### src/bcs_pkg.sv
// Shared types and constants for the barometric compensation sequencer.
// Used by bcs_mul, bcs_ctrl and barometric_compensation_sequencer_top; depends on nothing.
package bcs_pkg;

  // Pressure readings taken after each temperature reading.
  localparam int unsigned PressurePerTemp = 3;

  // Field and datapath widths.
  localparam int unsigned RawW   = 24;
  localparam int unsigned CalW   = 16;
  localparam int unsigned TempW  = 19;
  localparam int unsigned PresW  = 32;
  localparam int unsigned PhaseW = 2;
  localparam int unsigned DtW    = 25;
  localparam int unsigned OpW    = 26;
  localparam int unsigned ProdW  = 2 * OpW;
  localparam int unsigned WideW  = 48;
  localparam int unsigned AccW   = 64;
  localparam int unsigned CfgIdxW = 3;

  // Temperature thresholds in hundredths of a degree.
  localparam int TempRef     = 2000;
  localparam int TempVeryLow = -1500;

  // Calibration register indexes.
  typedef enum logic [CfgIdxW-1:0] {
    REG_SENS_C1  = 3'd0,
    REG_OFF_C2   = 3'd1,
    REG_TCS_C3   = 3'd2,
    REG_TCO_C4   = 3'd3,
    REG_TREF_C5  = 3'd4,
    REG_TEMPS_C6 = 3'd5
  } cfg_reg_e;

  // Sequencer steps.
  typedef enum logic [4:0] {
    ST_IDLE,
    ST_DT,
    ST_TMUL,
    ST_TEMP,
    ST_OFF,
    ST_SENS,
    ST_LOWCHK,
    ST_OFF2,
    ST_SENS2,
    ST_OFF3,
    ST_SENS3,
    ST_TFIX,
    ST_PLO,
    ST_PHI,
    ST_PACC,
    ST_PFIN,
    ST_DONE
  } state_e;

  // Status from the datapath to the sequencer.
  typedef struct packed {
    logic is_pressure;
    logic low_temp;
    logic very_low_temp;
    logic out_free;
  } flags_t;

  // Controls from the sequencer to the datapath.
  typedef struct packed {
    state_e st;
    logic   in_ready;
    logic   mul_en;
    logic   out_load;
  } ctrl_t;

endpackage

### src/barometric_compensation_sequencer_top.sv
// Top level of the barometric compensation sequencer: ports, calibration registers and datapath.
// Depends on bcs_pkg, bcs_mul and bcs_ctrl.

// Each accepted word is one 24-bit conversion reading. The block expects one temperature
// reading and then three pressure readings, round and round, starting with temperature
// after reset. Every word gives one result word carrying the held temperature, the pressure
// (zero on a temperature word) and which conversion to start next. All products go through
// one 26 x 26 bit multiplier with a registered output, under a step sequencer, so the next
// word is taken only once the steps for the last one have run, where a temperature word
// below 20.00 C adds the second-order steps and one below -15.00 C the very-low steps too,
// and once the output register has been emptied. Calibration writes are taken at any edge
// but should only be made while the block is idle.
module barometric_compensation_sequencer_top (
  input  logic                          clk_i,
  input  logic                          rst_ni,
  // Calibration write port.
  input  logic                          cfg_we_i,
  input  logic [bcs_pkg::CfgIdxW-1:0]   cfg_index_i,
  input  logic [bcs_pkg::CalW-1:0]      cfg_data_i,
  // Input stream.
  input  logic                          s_axis_tvalid,
  output logic                          s_axis_tready,
  input  logic [23:0]                   s_axis_tdata,   // [23:0] raw_reading
  // Output stream.
  output logic                          m_axis_tvalid,
  input  logic                          m_axis_tready,
  output logic [55:0]                   m_axis_tdata,   // [18:0] temperature_centi,
                                                        // [50:19] pressure_centi,
                                                        // [51] next_is_temperature
  output logic [0:0]                    m_axis_tuser    // [0] pressure_valid
);

  // Calibration registers.
  logic [bcs_pkg::CalW-1:0] c1_q, c2_q, c3_q, c4_q, c5_q, c6_q;

  always_ff @(posedge clk_i or negedge rst_ni) begin
    if (!rst_ni) begin
      c1_q <= '0;
      c2_q <= '0;
      c3_q <= '0;
      c4_q <= '0;
      c5_q <= '0;
      c6_q <= '0;
    end else if (cfg_we_i) begin
      case (cfg_index_i)
        bcs_pkg::REG_SENS_C1:  c1_q <= cfg_data_i;
        bcs_pkg::REG_OFF_C2:   c2_q <= cfg_data_i;
        bcs_pkg::REG_TCS_C3:   c3_q <= cfg_data_i;
        bcs_pkg::REG_TCO_C4:   c4_q <= cfg_data_i;
        bcs_pkg::REG_TREF_C5:  c5_q <= cfg_data_i;
        bcs_pkg::REG_TEMPS_C6: c6_q <= cfg_data_i;
        default: ;
      endcase
    end
  end

  // Sequencer.
  bcs_pkg::flags_t flags;
  bcs_pkg::ctrl_t  ctrl;

  bcs_ctrl u_ctrl (
    .clk_i      (clk_i),
    .rst_ni     (rst_ni),
    .in_valid_i (s_axis_tvalid),
    .flags_i    (flags),
    .ctrl_o     (ctrl)
  );

  assign s_axis_tready = ctrl.in_ready;

  // Working registers.
  logic [bcs_pkg::RawW-1:0]          raw_q;
  logic [bcs_pkg::PhaseW-1:0]        phase_q;
  logic signed [bcs_pkg::DtW-1:0]    dt_q;
  logic signed [bcs_pkg::TempW-1:0]  t_q;
  logic [bcs_pkg::TempW-2:0]         t2_q;
  logic signed [bcs_pkg::WideW-1:0]  off_q, sens_q;
  logic signed [bcs_pkg::AccW-1:0]   acc_q;
  logic [bcs_pkg::PresW-1:0]         pres_q;

  logic                              m_valid_q;
  logic [55:0]                       m_data_q;
  logic [0:0]                        m_user_q;

  logic signed [bcs_pkg::ProdW-1:0]  prod;

  // Narrow temperature differences for the correction squares.
  logic signed [bcs_pkg::TempW:0]    d_t, e_t;
  logic signed [bcs_pkg::TempW+3:0]  d5, e7, e11;

  assign d_t = {t_q[bcs_pkg::TempW-1], t_q} - (bcs_pkg::TempW+1)'(bcs_pkg::TempRef);
  assign e_t = {t_q[bcs_pkg::TempW-1], t_q} - (bcs_pkg::TempW+1)'(bcs_pkg::TempVeryLow);
  assign d5  = {{3{d_t[bcs_pkg::TempW]}}, d_t} + {d_t[bcs_pkg::TempW], d_t, 2'b00};
  assign e7  = {e_t, 3'b000} - {{3{e_t[bcs_pkg::TempW]}}, e_t};
  assign e11 = {e_t, 3'b000} + {{2{e_t[bcs_pkg::TempW]}}, e_t, 1'b0}
             + {{3{e_t[bcs_pkg::TempW]}}, e_t};

  // Multiplier operand selection.
  logic signed [bcs_pkg::OpW-1:0] op_a, op_b, dt_op, raw_op;

  assign dt_op  = {dt_q[bcs_pkg::DtW-1], dt_q};
  assign raw_op = {2'b00, raw_q};

  always_comb begin
    op_a = '0;
    op_b = '0;
    case (ctrl.st)
      bcs_pkg::ST_TMUL: begin
        op_a = dt_op;
        op_b = {10'b0, c6_q};
      end
      bcs_pkg::ST_TEMP: begin
        op_a = dt_op;
        op_b = {10'b0, c4_q};
      end
      bcs_pkg::ST_OFF: begin
        op_a = dt_op;
        op_b = {10'b0, c3_q};
      end
      bcs_pkg::ST_SENS: begin
        op_a = dt_op;
        op_b = dt_op;
      end
      bcs_pkg::ST_LOWCHK: begin
        op_a = {{6{d_t[bcs_pkg::TempW]}}, d_t};
        op_b = {{3{d5[bcs_pkg::TempW+3]}}, d5};
      end
      bcs_pkg::ST_SENS2: begin
        op_a = {{6{e_t[bcs_pkg::TempW]}}, e_t};
        op_b = {{3{e7[bcs_pkg::TempW+3]}}, e7};
      end
      bcs_pkg::ST_OFF3: begin
        op_a = {{6{e_t[bcs_pkg::TempW]}}, e_t};
        op_b = {{3{e11[bcs_pkg::TempW+3]}}, e11};
      end
      bcs_pkg::ST_PLO: begin
        op_a = raw_op;
        op_b = {2'b00, sens_q[23:0]};
      end
      bcs_pkg::ST_PHI: begin
        op_a = raw_op;
        op_b = {{2{sens_q[bcs_pkg::WideW-1]}}, sens_q[bcs_pkg::WideW-1:24]};
      end
      default: ;
    endcase
  end

  bcs_mul u_mul (
    .clk_i  (clk_i),
    .en_i   (ctrl.mul_en),
    .a_i    (op_a),
    .b_i    (op_b),
    .prod_o (prod)
  );

  // Shifted views of the product and the pressure difference.
  logic signed [bcs_pkg::ProdW-1:0] prod_sr1, prod_sr2, prod_sr7, prod_sr8;
  logic signed [bcs_pkg::AccW-1:0]  acc_sr21, pres_diff;

  assign prod_sr1  = prod >>> 1;
  assign prod_sr2  = prod >>> 2;
  assign prod_sr7  = prod >>> 7;
  assign prod_sr8  = prod >>> 8;
  assign acc_sr21  = acc_q >>> 21;
  assign pres_diff = acc_sr21 - {{16{off_q[bcs_pkg::WideW-1]}}, off_q};

  // Phase advance after each word.
  logic [bcs_pkg::PhaseW:0]   phase_inc;
  logic [bcs_pkg::PhaseW-1:0] phase_next;

  assign phase_inc  = {1'b0, phase_q} + (bcs_pkg::PhaseW+1)'(1);
  assign phase_next = (phase_inc > (bcs_pkg::PhaseW+1)'(bcs_pkg::PressurePerTemp))
                    ? '0 : phase_inc[bcs_pkg::PhaseW-1:0];

  // Status for the sequencer.
  assign flags.is_pressure   = (phase_q != '0);
  assign flags.low_temp      = (t_q < bcs_pkg::TempW'(bcs_pkg::TempRef));
  assign flags.very_low_temp = (t_q < bcs_pkg::TempW'(bcs_pkg::TempVeryLow));
  assign flags.out_free      = !m_valid_q || m_axis_tready;

  // Input word latch.
  always_ff @(posedge clk_i) begin
    if (s_axis_tvalid && ctrl.in_ready) begin
      raw_q <= s_axis_tdata;
    end
  end

  // Step results that are not compensation state.
  always_ff @(posedge clk_i) begin
    case (ctrl.st)
      bcs_pkg::ST_DT: begin
        dt_q <= $signed({1'b0, raw_q}) - $signed({1'b0, c5_q, 8'b0});
      end
      bcs_pkg::ST_LOWCHK: t2_q   <= prod[48:31];
      bcs_pkg::ST_PHI:    acc_q  <= {{12{prod[bcs_pkg::ProdW-1]}}, prod};
      bcs_pkg::ST_PACC:   acc_q  <= acc_q + {prod[39:0], 24'b0};
      bcs_pkg::ST_PFIN:   pres_q <= pres_diff[46:15];
      default: ;
    endcase
  end

  // Compensation state: temperature, offset and sensitivity.
  always_ff @(posedge clk_i or negedge rst_ni) begin
    if (!rst_ni) begin
      t_q    <= '0;
      off_q  <= '0;
      sens_q <= '0;
    end else begin
      case (ctrl.st)
        bcs_pkg::ST_TEMP:  t_q    <= prod[41:23] + bcs_pkg::TempW'(bcs_pkg::TempRef);
        bcs_pkg::ST_OFF:   off_q  <= {16'b0, c2_q, 16'b0} + prod_sr7[bcs_pkg::WideW-1:0];
        bcs_pkg::ST_SENS:  sens_q <= {17'b0, c1_q, 15'b0} + prod_sr8[bcs_pkg::WideW-1:0];
        bcs_pkg::ST_OFF2:  off_q  <= off_q - prod_sr1[bcs_pkg::WideW-1:0];
        bcs_pkg::ST_SENS2: sens_q <= sens_q - prod_sr2[bcs_pkg::WideW-1:0];
        bcs_pkg::ST_OFF3:  off_q  <= off_q - prod[bcs_pkg::WideW-1:0];
        bcs_pkg::ST_SENS3: sens_q <= sens_q - prod_sr1[bcs_pkg::WideW-1:0];
        bcs_pkg::ST_TFIX:  t_q    <= t_q - $signed({1'b0, t2_q});
        default: ;
      endcase
    end
  end

  // Phase counter and output valid.
  always_ff @(posedge clk_i or negedge rst_ni) begin
    if (!rst_ni) begin
      phase_q   <= '0;
      m_valid_q <= 1'b0;
    end else begin
      if (ctrl.out_load) begin
        phase_q   <= phase_next;
        m_valid_q <= 1'b1;
      end else if (m_axis_tready) begin
        m_valid_q <= 1'b0;
      end
    end
  end

  // Output word register.
  always_ff @(posedge clk_i) begin
    if (ctrl.out_load) begin
      m_data_q <= {4'b0, (phase_next == '0), (flags.is_pressure ? pres_q : '0), t_q};
      m_user_q <= flags.is_pressure;
    end
  end

  assign m_axis_tvalid = m_valid_q;
  assign m_axis_tdata  = m_data_q;
  assign m_axis_tuser  = m_user_q;

  // The block takes no second word straight after accepting one.
  assert property (@(posedge clk_i) disable iff (!rst_ni)
    (s_axis_tvalid && s_axis_tready) |=> !s_axis_tready)
    else $error("input accepted on two consecutive edges");

  // A temperature result carries zero pressure.
  assert property (@(posedge clk_i) disable iff (!rst_ni)
    (m_axis_tvalid && !m_axis_tuser[0]) |-> (m_axis_tdata[50:19] == '0))
    else $error("pressure given on a temperature word");

  // A temperature conversion is only requested after a pressure reading.
  assert property (@(posedge clk_i) disable iff (!rst_ni)
    (m_axis_tvalid && m_axis_tdata[51]) |-> m_axis_tuser[0])
    else $error("temperature requested after a temperature word");

  // The phase never runs past the last pressure reading.
  assert property (@(posedge clk_i) disable iff (!rst_ni)
    phase_q <= bcs_pkg::PhaseW'(bcs_pkg::PressurePerTemp))
    else $error("phase out of range");

endmodule

### src/bcs_mul.sv
// Shared signed multiplier with a registered product.
// Depends on bcs_pkg for the operand width.
module bcs_mul (
  input  logic                                clk_i,
  input  logic                                en_i,
  input  logic signed [bcs_pkg::OpW-1:0]      a_i,
  input  logic signed [bcs_pkg::OpW-1:0]      b_i,
  output logic signed [bcs_pkg::ProdW-1:0]    prod_o
);

  logic signed [bcs_pkg::ProdW-1:0] prod_q;

  // The product holds when no new operation is issued.
  always_ff @(posedge clk_i) begin
    if (en_i) begin
      prod_q <= a_i * b_i;
    end
  end

  assign prod_o = prod_q;

endmodule

### src/bcs_ctrl.sv
// Step sequencer that drives the shared multiplier and the datapath.
// Depends on bcs_pkg for the state enum and the control structs.
module bcs_ctrl (
  input  logic            clk_i,
  input  logic            rst_ni,
  input  logic            in_valid_i,
  input  bcs_pkg::flags_t flags_i,
  output bcs_pkg::ctrl_t  ctrl_o
);

  bcs_pkg::state_e state_q, state_d;

  // State register.
  always_ff @(posedge clk_i or negedge rst_ni) begin
    if (!rst_ni) begin
      state_q <= bcs_pkg::ST_IDLE;
    end else begin
      state_q <= state_d;
    end
  end

  // Next step.
  always_comb begin
    state_d = state_q;
    case (state_q)
      bcs_pkg::ST_IDLE: begin
        if (in_valid_i) begin
          state_d = flags_i.is_pressure ? bcs_pkg::ST_PLO : bcs_pkg::ST_DT;
        end
      end
      bcs_pkg::ST_DT:     state_d = bcs_pkg::ST_TMUL;
      bcs_pkg::ST_TMUL:   state_d = bcs_pkg::ST_TEMP;
      bcs_pkg::ST_TEMP:   state_d = bcs_pkg::ST_OFF;
      bcs_pkg::ST_OFF:    state_d = bcs_pkg::ST_SENS;
      bcs_pkg::ST_SENS:   state_d = bcs_pkg::ST_LOWCHK;
      bcs_pkg::ST_LOWCHK: begin
        state_d = flags_i.low_temp ? bcs_pkg::ST_OFF2 : bcs_pkg::ST_DONE;
      end
      bcs_pkg::ST_OFF2:   state_d = bcs_pkg::ST_SENS2;
      bcs_pkg::ST_SENS2: begin
        state_d = flags_i.very_low_temp ? bcs_pkg::ST_OFF3 : bcs_pkg::ST_TFIX;
      end
      bcs_pkg::ST_OFF3:   state_d = bcs_pkg::ST_SENS3;
      bcs_pkg::ST_SENS3:  state_d = bcs_pkg::ST_TFIX;
      bcs_pkg::ST_TFIX:   state_d = bcs_pkg::ST_DONE;
      bcs_pkg::ST_PLO:    state_d = bcs_pkg::ST_PHI;
      bcs_pkg::ST_PHI:    state_d = bcs_pkg::ST_PACC;
      bcs_pkg::ST_PACC:   state_d = bcs_pkg::ST_PFIN;
      bcs_pkg::ST_PFIN:   state_d = bcs_pkg::ST_DONE;
      bcs_pkg::ST_DONE: begin
        if (flags_i.out_free) begin
          state_d = bcs_pkg::ST_IDLE;
        end
      end
      default:            state_d = bcs_pkg::ST_IDLE;
    endcase
  end

  // Outputs decoded from the current step.
  always_comb begin
    ctrl_o.st       = state_q;
    ctrl_o.in_ready = (state_q == bcs_pkg::ST_IDLE);
    ctrl_o.out_load = (state_q == bcs_pkg::ST_DONE) && flags_i.out_free;
    ctrl_o.mul_en   = state_q inside {bcs_pkg::ST_TMUL, bcs_pkg::ST_TEMP, bcs_pkg::ST_OFF,
                                      bcs_pkg::ST_SENS, bcs_pkg::ST_LOWCHK,
                                      bcs_pkg::ST_SENS2, bcs_pkg::ST_OFF3,
                                      bcs_pkg::ST_PLO, bcs_pkg::ST_PHI};
  end

endmodule

### config.mk
export PLATFORM = sky130hd
export DESIGN_NAME = barometric_compensation_sequencer_top
export DESIGN_NICKNAME = d
export VERILOG_FILES = /design/src/bcs_pkg.sv /design/src/barometric_compensation_sequencer_top.sv /design/src/bcs_mul.sv /design/src/bcs_ctrl.sv
export SDC_FILE = /design/constraint.sdc
export NUM_CORES = 2
export LEC_CHECK = 0
export ABC_AREA = 1
export BUFFER_PORTS_ARGS = -buffer_cell sky130_fd_sc_hd__buf_2
export CORE_MARGIN = 3
export CORE_UTILIZATION = 40
export DETAILED_ROUTE_END_ITERATION = 10
export PLACE_DENSITY = 0.59
export SYNTH_ARGS = -nofsm -noshare
export SYNTH_HDL_FRONTEND = slang
export SYNTH_SLANG_ARGS = --single-unit
export TNS_END_PERCENT = 50
### constraint.sdc
create_clock -name clk_i -period 25.3 [get_ports clk_i]
set_input_delay 1.265 -clock clk_i [delete_from_list [all_inputs] [get_ports clk_i]]
set_output_delay 1.265 -clock clk_i [all_outputs]
set_load 0.01 [all_outputs]
Yosys cells after proc, flatten, opt, wreduce, memory -nomap -nowiden
Index checks and enable logic that the tools add are counted.
Widths: inputs -> output; s select.
Storage, ports and cells
  register bits: 487
  bits in latches: 0
  bits in writable memories: 0
  bits in read-only memories: 0
  input bits: 48
  output and inout bits: 59
  logic and storage cells: 106
  memories: 0
Cells by class
  add/subtract/negate cells: 18
  $mul: 1
  div/mod/pow operators: 0
  order comparisons: 3
  equal/unequal tests: 23
  shift-type cells: 0
  multiplexer cells: 15
  bitwise gates (word level): 0
  reduce and logical (&&, ||, !) cells: 25
Operator list (count)
  $pmux 48 s3: 2
  $pmux 26 s9: 1
  $sub 48x48->48: 4
  $pmux 64 s2: 1
  $pmux 26 s4: 1
  $pmux 5 s16: 1
  $add 64x64->64: 1
  $mul 26x26->52: 1
  $sub 43x47->47: 1
  $add 23x23->23: 2
  $add 33x45->46: 1
  $add 32x44->45: 1
  $eq 5x4->1 const B: 8
  $sub 19x12->20 const B: 2
  $lt 19x12->1 const B: 2
  $pmux 19 s2: 1
  $sub 24x24->25: 1
  $add 20x22->23: 1
  $sub 23x23->23: 1
  $eq 5x3->1 const B: 4
  $add 19x11->19 const B: 1
  $sub 19x19->19: 1
  $mux 5: 3
  $reduce_and 2->1: 7
  24 further kinds: 36

Longest topological paths before layout
  depth in word-level cells: 5
  mapped depth: 55
  gate-level depth less buffers: 55

Cells and area by module
Synthesis repeated with hierarchy kept, for this count alone.
Unflattened totals
  cell total of the unflattened synthesis: 8886
  area, all modules: 65711.8 um^2
By module, submodules not included
  barometric_compensation_sequencer_top: instances 1, cells an instance 5332, area an instance 37369.6 um^2, seq. area each 11185.7 um^2
  bcs_mul: instances 1, cells an instance 3489, area an instance 27923.0 um^2, seq. area each 1561.5 um^2
  bcs_ctrl: instances 1, cells an instance 65, area an instance 419.2 um^2, seq. area each 125.1 um^2

Worst setup path after synthesis
No wires, ideal clock.
  kind: register to register
  start point: register t_q[2] (netlist name)
  end point: register u_mul.prod_q, in the netlist u_mul.prod_o[51] (data pin)
  setup time: 0.265 ns
  data arrival time: 9.148 ns
  data required time: 25.035 ns
  path slack: 15.887 ns
  cell stages (with the launch flop): 43
  path buffers: 1
  period minus slack after synthesis: 9.413 ns
  cells stage by stage: dfrtp_1 -> inv_2 -> ha_1 -> inv_1 -> nand2_1 -> nand2_1 -> xor2_1 -> inv_1 -> fa_1 -> inv_1 -> ha_1 -> nand2_1 -> nor2_1 -> o21ai_0 -> o211ai_1 -> nor2_1 -> o21ai_0 -> o21ai_0 -> (+7 left out) -> fa_1 -> inv_1 -> fa_1 -> fa_1 -> inv_1 -> fa_1 -> fa_1 -> inv_1 -> fa_1 -> inv_1 -> ha_1 -> a21oi_1 -> o21ai_0 -> a21oi_1 -> nor2_1 -> a211oi_1 -> o211ai_1 -> xor2_1
Between the ends
  longest elaborated chain between the ends: 5
  elaborated cells on any way between the ends: 9
  those cells by class: add/sub: 6; mul: 1; mux: 2
Ends and longest elaborated chain
  start: declaration: line barometric_compensation_sequencer_top.sv:75  | logic signed [bcs_pkg::TempW-1:0] t_q;
  start signal: assignment: line barometric_compensation_sequencer_top.sv:210  | bcs_pkg::ST_TEMP: t_q <= prod[41:23] + bcs_pkg::TempW'(bcs_pkg::TempRef);
  start signal: assignment: line barometric_compensation_sequencer_top.sv:217  | bcs_pkg::ST_TFIX: t_q <= t_q - $signed({1'b0, t2_q});
  $sub 19x12->20: line barometric_compensation_sequencer_top.sv:92  | assign e_t = {t_q[bcs_pkg::TempW-1], t_q} - (bcs_pkg::TempW+1)'(bcs_pkg::TempVeryLow);
  $add 23x23->23: line barometric_compensation_sequencer_top.sv:95  | assign e11 = {e_t, 3'b000} + {{2{e_t[bcs_pkg::TempW]}}, e_t, 1'b0}
  $add 23x23->23: line barometric_compensation_sequencer_top.sv:96  | + {{3{e_t[bcs_pkg::TempW]}}, e_t};
  $pmux 26 s9: line barometric_compensation_sequencer_top.sv:107  | case (ctrl.st)
  $mul 26x26->52 *: line bcs_mul.sv:16  | prod_q <= a_i * b_i;
  end signal: assignment: line bcs_mul.sv:16
  end: declaration: line bcs_mul.sv:11  | logic signed [bcs_pkg::ProdW-1:0] prod_q;
Mark *: on every way between the ends. The rest lies on a longest branch, timed or not.
A chain may end at the register's enable or synchronous reset.

Final worst setup path
Ends and elaborated chain as after synthesis.

==> out/results.ini <==
[worst_setup_path]
r2r_start=t_q[2]
critPathSlowestCell=fa_1
endpoint_kind=flop
cp.arrival_ps=11860
required_ps=25720
slowest_delay_ps=720
startpoint_type=flop
crit_path_start=t_q[2]
crit_path_max_fanout=15
critPathKind=flop to flop

[floorplan]
dieArea_um2=162000
ios=107
die_w_um=403
rows=145
start_util=0.403
fp.dieH_um=403
placeableCoreArea_um2=156000

[logic_synthesis]
ys_seq_elements=465
yosysMostFrequentCell=nand2_1
ys_warn_count=0
synth_flop_cell=edfxtp_1
synth-async-reset-ratio=0.469
syn_inst=8241
avgSynthCellArea_um2=7.65
synth_top_area_cell=fa_1
netlist_area_um2=63000
yosysUniqueCellTypes=74
synth_edf_count=247
synth_area_leaders=fa_1, edfxtp_1, nand2_1
synthTopCellsByCount=nand2_1, inv_1, fa_1, nor2_1, o21ai_0
ys_seq_area_frac=0.204
synth_top_area_frac=0.226

[place]
portBuffers=102
place_congestion=1.02
dp_hpwl_um=207000

[cts]
hold_buffers=0
post_cts_buffers=0
clk_root_buffer_cell=clkbuf_16
cts_tree=done
clock_latency_ps=700
numCtsBuffers=58
h-tree-depth=2
cts_sinks=465
cts_resized=0
cts_buffer_depth=3
path_clk_slew_ps=60

[timing]
fmaxAchievable_ghz=0.0873
slew_headroom=0.116
worst_hold_slack_ps=468
slew_viol_final=0
fin_skew_ps=42.5
setup_viol=0
period_share=0.453
tightest_slew_ps=1310
fin_tns_setup_ps=0
hold_viol=0
rsz0062_at_grt=no
fin_crit_ps=11450

[grt]
antenna_found_initial=21
grt_pass1_wl_um=378000
grtUsageTotal=0.314
overflow=0
grt_max_degree=107
grt_pass1_vias=56924

[cells_and_area]
seq_area_um2=12900
area_delta_synth_final_pct=8.08
n_fill_cell=16005
finalNetCount=9518
multiInputGateArea_um2=43000
drive_gt1_frac=0.0599

[run_status]
status=finished clean

[detailed_routing]
vias=57899
wire_per_inst_um=24.8
dr.pass1.iters=6
via_per_inst=5.56
drt_iter0_markers=6083
drt-total-wl_um=258000
detail-route-antenna-nets=0
drc=0

[worst_hold_path]
hp-class=flop to flop
min_from=raw_q[4]

[run]
cap_viol_max_count=0

==> kinds of logic (layout without fill, tap and decap cells) <==
group,Yosys count,after routing,share of synthesized area
AOI/OAI and AO/OA,1557,1557,0.140
xor gates and xnor gates,206,206,0.0289
adders and majority gates,1170,1170,0.317
buffers and inverters,1884,1989,0.115
DFF,465,465,0.204
other,1,10,0.0000595
and+or+nand+nor,2958,2958,0.194
==> layout by cell type, fill, tap and decap left out, types with 19 or more instances in the layout <==
cell | synthesis | final
a21oi_1 | 540 | 540
o221ai_1 | 36 | 36
o211ai_1 | 44 | 44
o21a_1 | 26 | 26
a21o_1 | 32 | 32
nor3_1 | 69 | 68
nor4_1 | 20 | 19
o21bai_1 | 32 | 32
dfrtp_1 | 218 | 218
fa_1 | 713 | 713
nor2_1 | 633 | 618
ha_1 | 457 | 457
edfxtp_1 | 247 | 247
o21ai_0 | 608 | 608
xnor2_1 | 64 | 64
inv_1 | 1620 | 1620
nand4_1 | 43 | 43
clkbuf_16 | 0 | 58
xor2_1 | 140 | 140
buf_2 | 45 | 101
buf_4 | 13 | 112
inv_2 | 39 | 39
nand2_2 | 39 | 40
or2_2 | 40 | 40
nand2_1 | 1789 | 1788
a221oi_1 | 30 | 30
a31oi_1 | 82 | 82
nand3_1 | 268 | 268
==> metrics by stage <==
step,cell area [um^2],util,worst slack (ps),cells
3_3_place_gp,66100,0.423,14060,10298
6_report,68100,0.436,13850,10413
3_5_place_dp,66100,0.423,13990,10298
5_1_grt,68100,0.435,13190,10407
4_1_cts,68100,0.435,13940,10407
2_1_floorplan,63000,-,15890,8244
==> final timing paths <==
| check | slack [ps] | cells past startpoint | to |
|---|---|---|---|
| setup / recovery | 13850 | 42 | u_mul.prod_o[51] |
| hold / removal | 470 | 0 | dt_q[4] |
| setup reg to reg | 13850 | 42 | u_mul.prod_o[51] |
| hold reg to reg | 470 | 0 | dt_q[4] |
| max in group asynchronous | 23130 | 2 | phase_q[0] |
| min in group asynchronous | 660 | 1 | sens_q[39] |
==> layout make-up <==
| cell class | count | share of cell area |
|---|---|---|
| multi-input combinational | 5895 | 0.632 |
| sequential | 465 | 0.189 |
| inverter | 1666 | 0.0919 |
| tap | 2058 | 0.0378 |
| clock buffer | 78 | 0.0231 |
| timing repair buffer | 214 | 0.0200 |
| clock inverter | 31 | 0.00621 |
| antenna | 6 | 0.000220 |
==> registers in the layout (all words and copies together) (netlist names) <==
signal	count
c2_q	16
c5_q	16
c1_q	16
raw_q	24
t_q	19
t2_q	18
m_axis_tvalid	1
u_ctrl.state_q	5
u_mul.prod_o	52
m_axis_tdata	52
sens_q	48
phase_q	2
m_axis_tuser	1
c3_q	16
acc_q	43
off_q	47
c6_q	16
c4_q	16
dt_q	25
pres_q	32
==> routing by layer <==
| layer | part of all wire | wire length, um | global-route usage | vias to the layer above |
|---|---|---|---|---|
| li1 | - | - | - | 26380 |
| met1 | 0.42 | 109000 | 0.431 | 28303 |
| met2 | 0.43 | 111000 | 0.479 | 2709 |
| met3 | 0.092 | 23800 | 0.0634 | 497 |
| met4 | 0.054 | 13800 | 0.140 | 10 |
| met5 | 0.00026 | 67 | 0 | - |
==> worst max-delay path: cells and delay by family (launching register included) <==
| family | cells | cell delay, ps |
|---|---|---|
| flops | 1 | 620 |
| buf+inv | 10 | 1230 |
| compound gates | 10 | 1800 |
| fa+ha+maj | 11 | 5340 |
| xor+xnor | 2 | 670 |
| simple gates | 9 | 1470 |
Power is left out: the tool's default activity adds up to more than one toggle a clock period on the data nets, which glitch-free logic cannot reach.
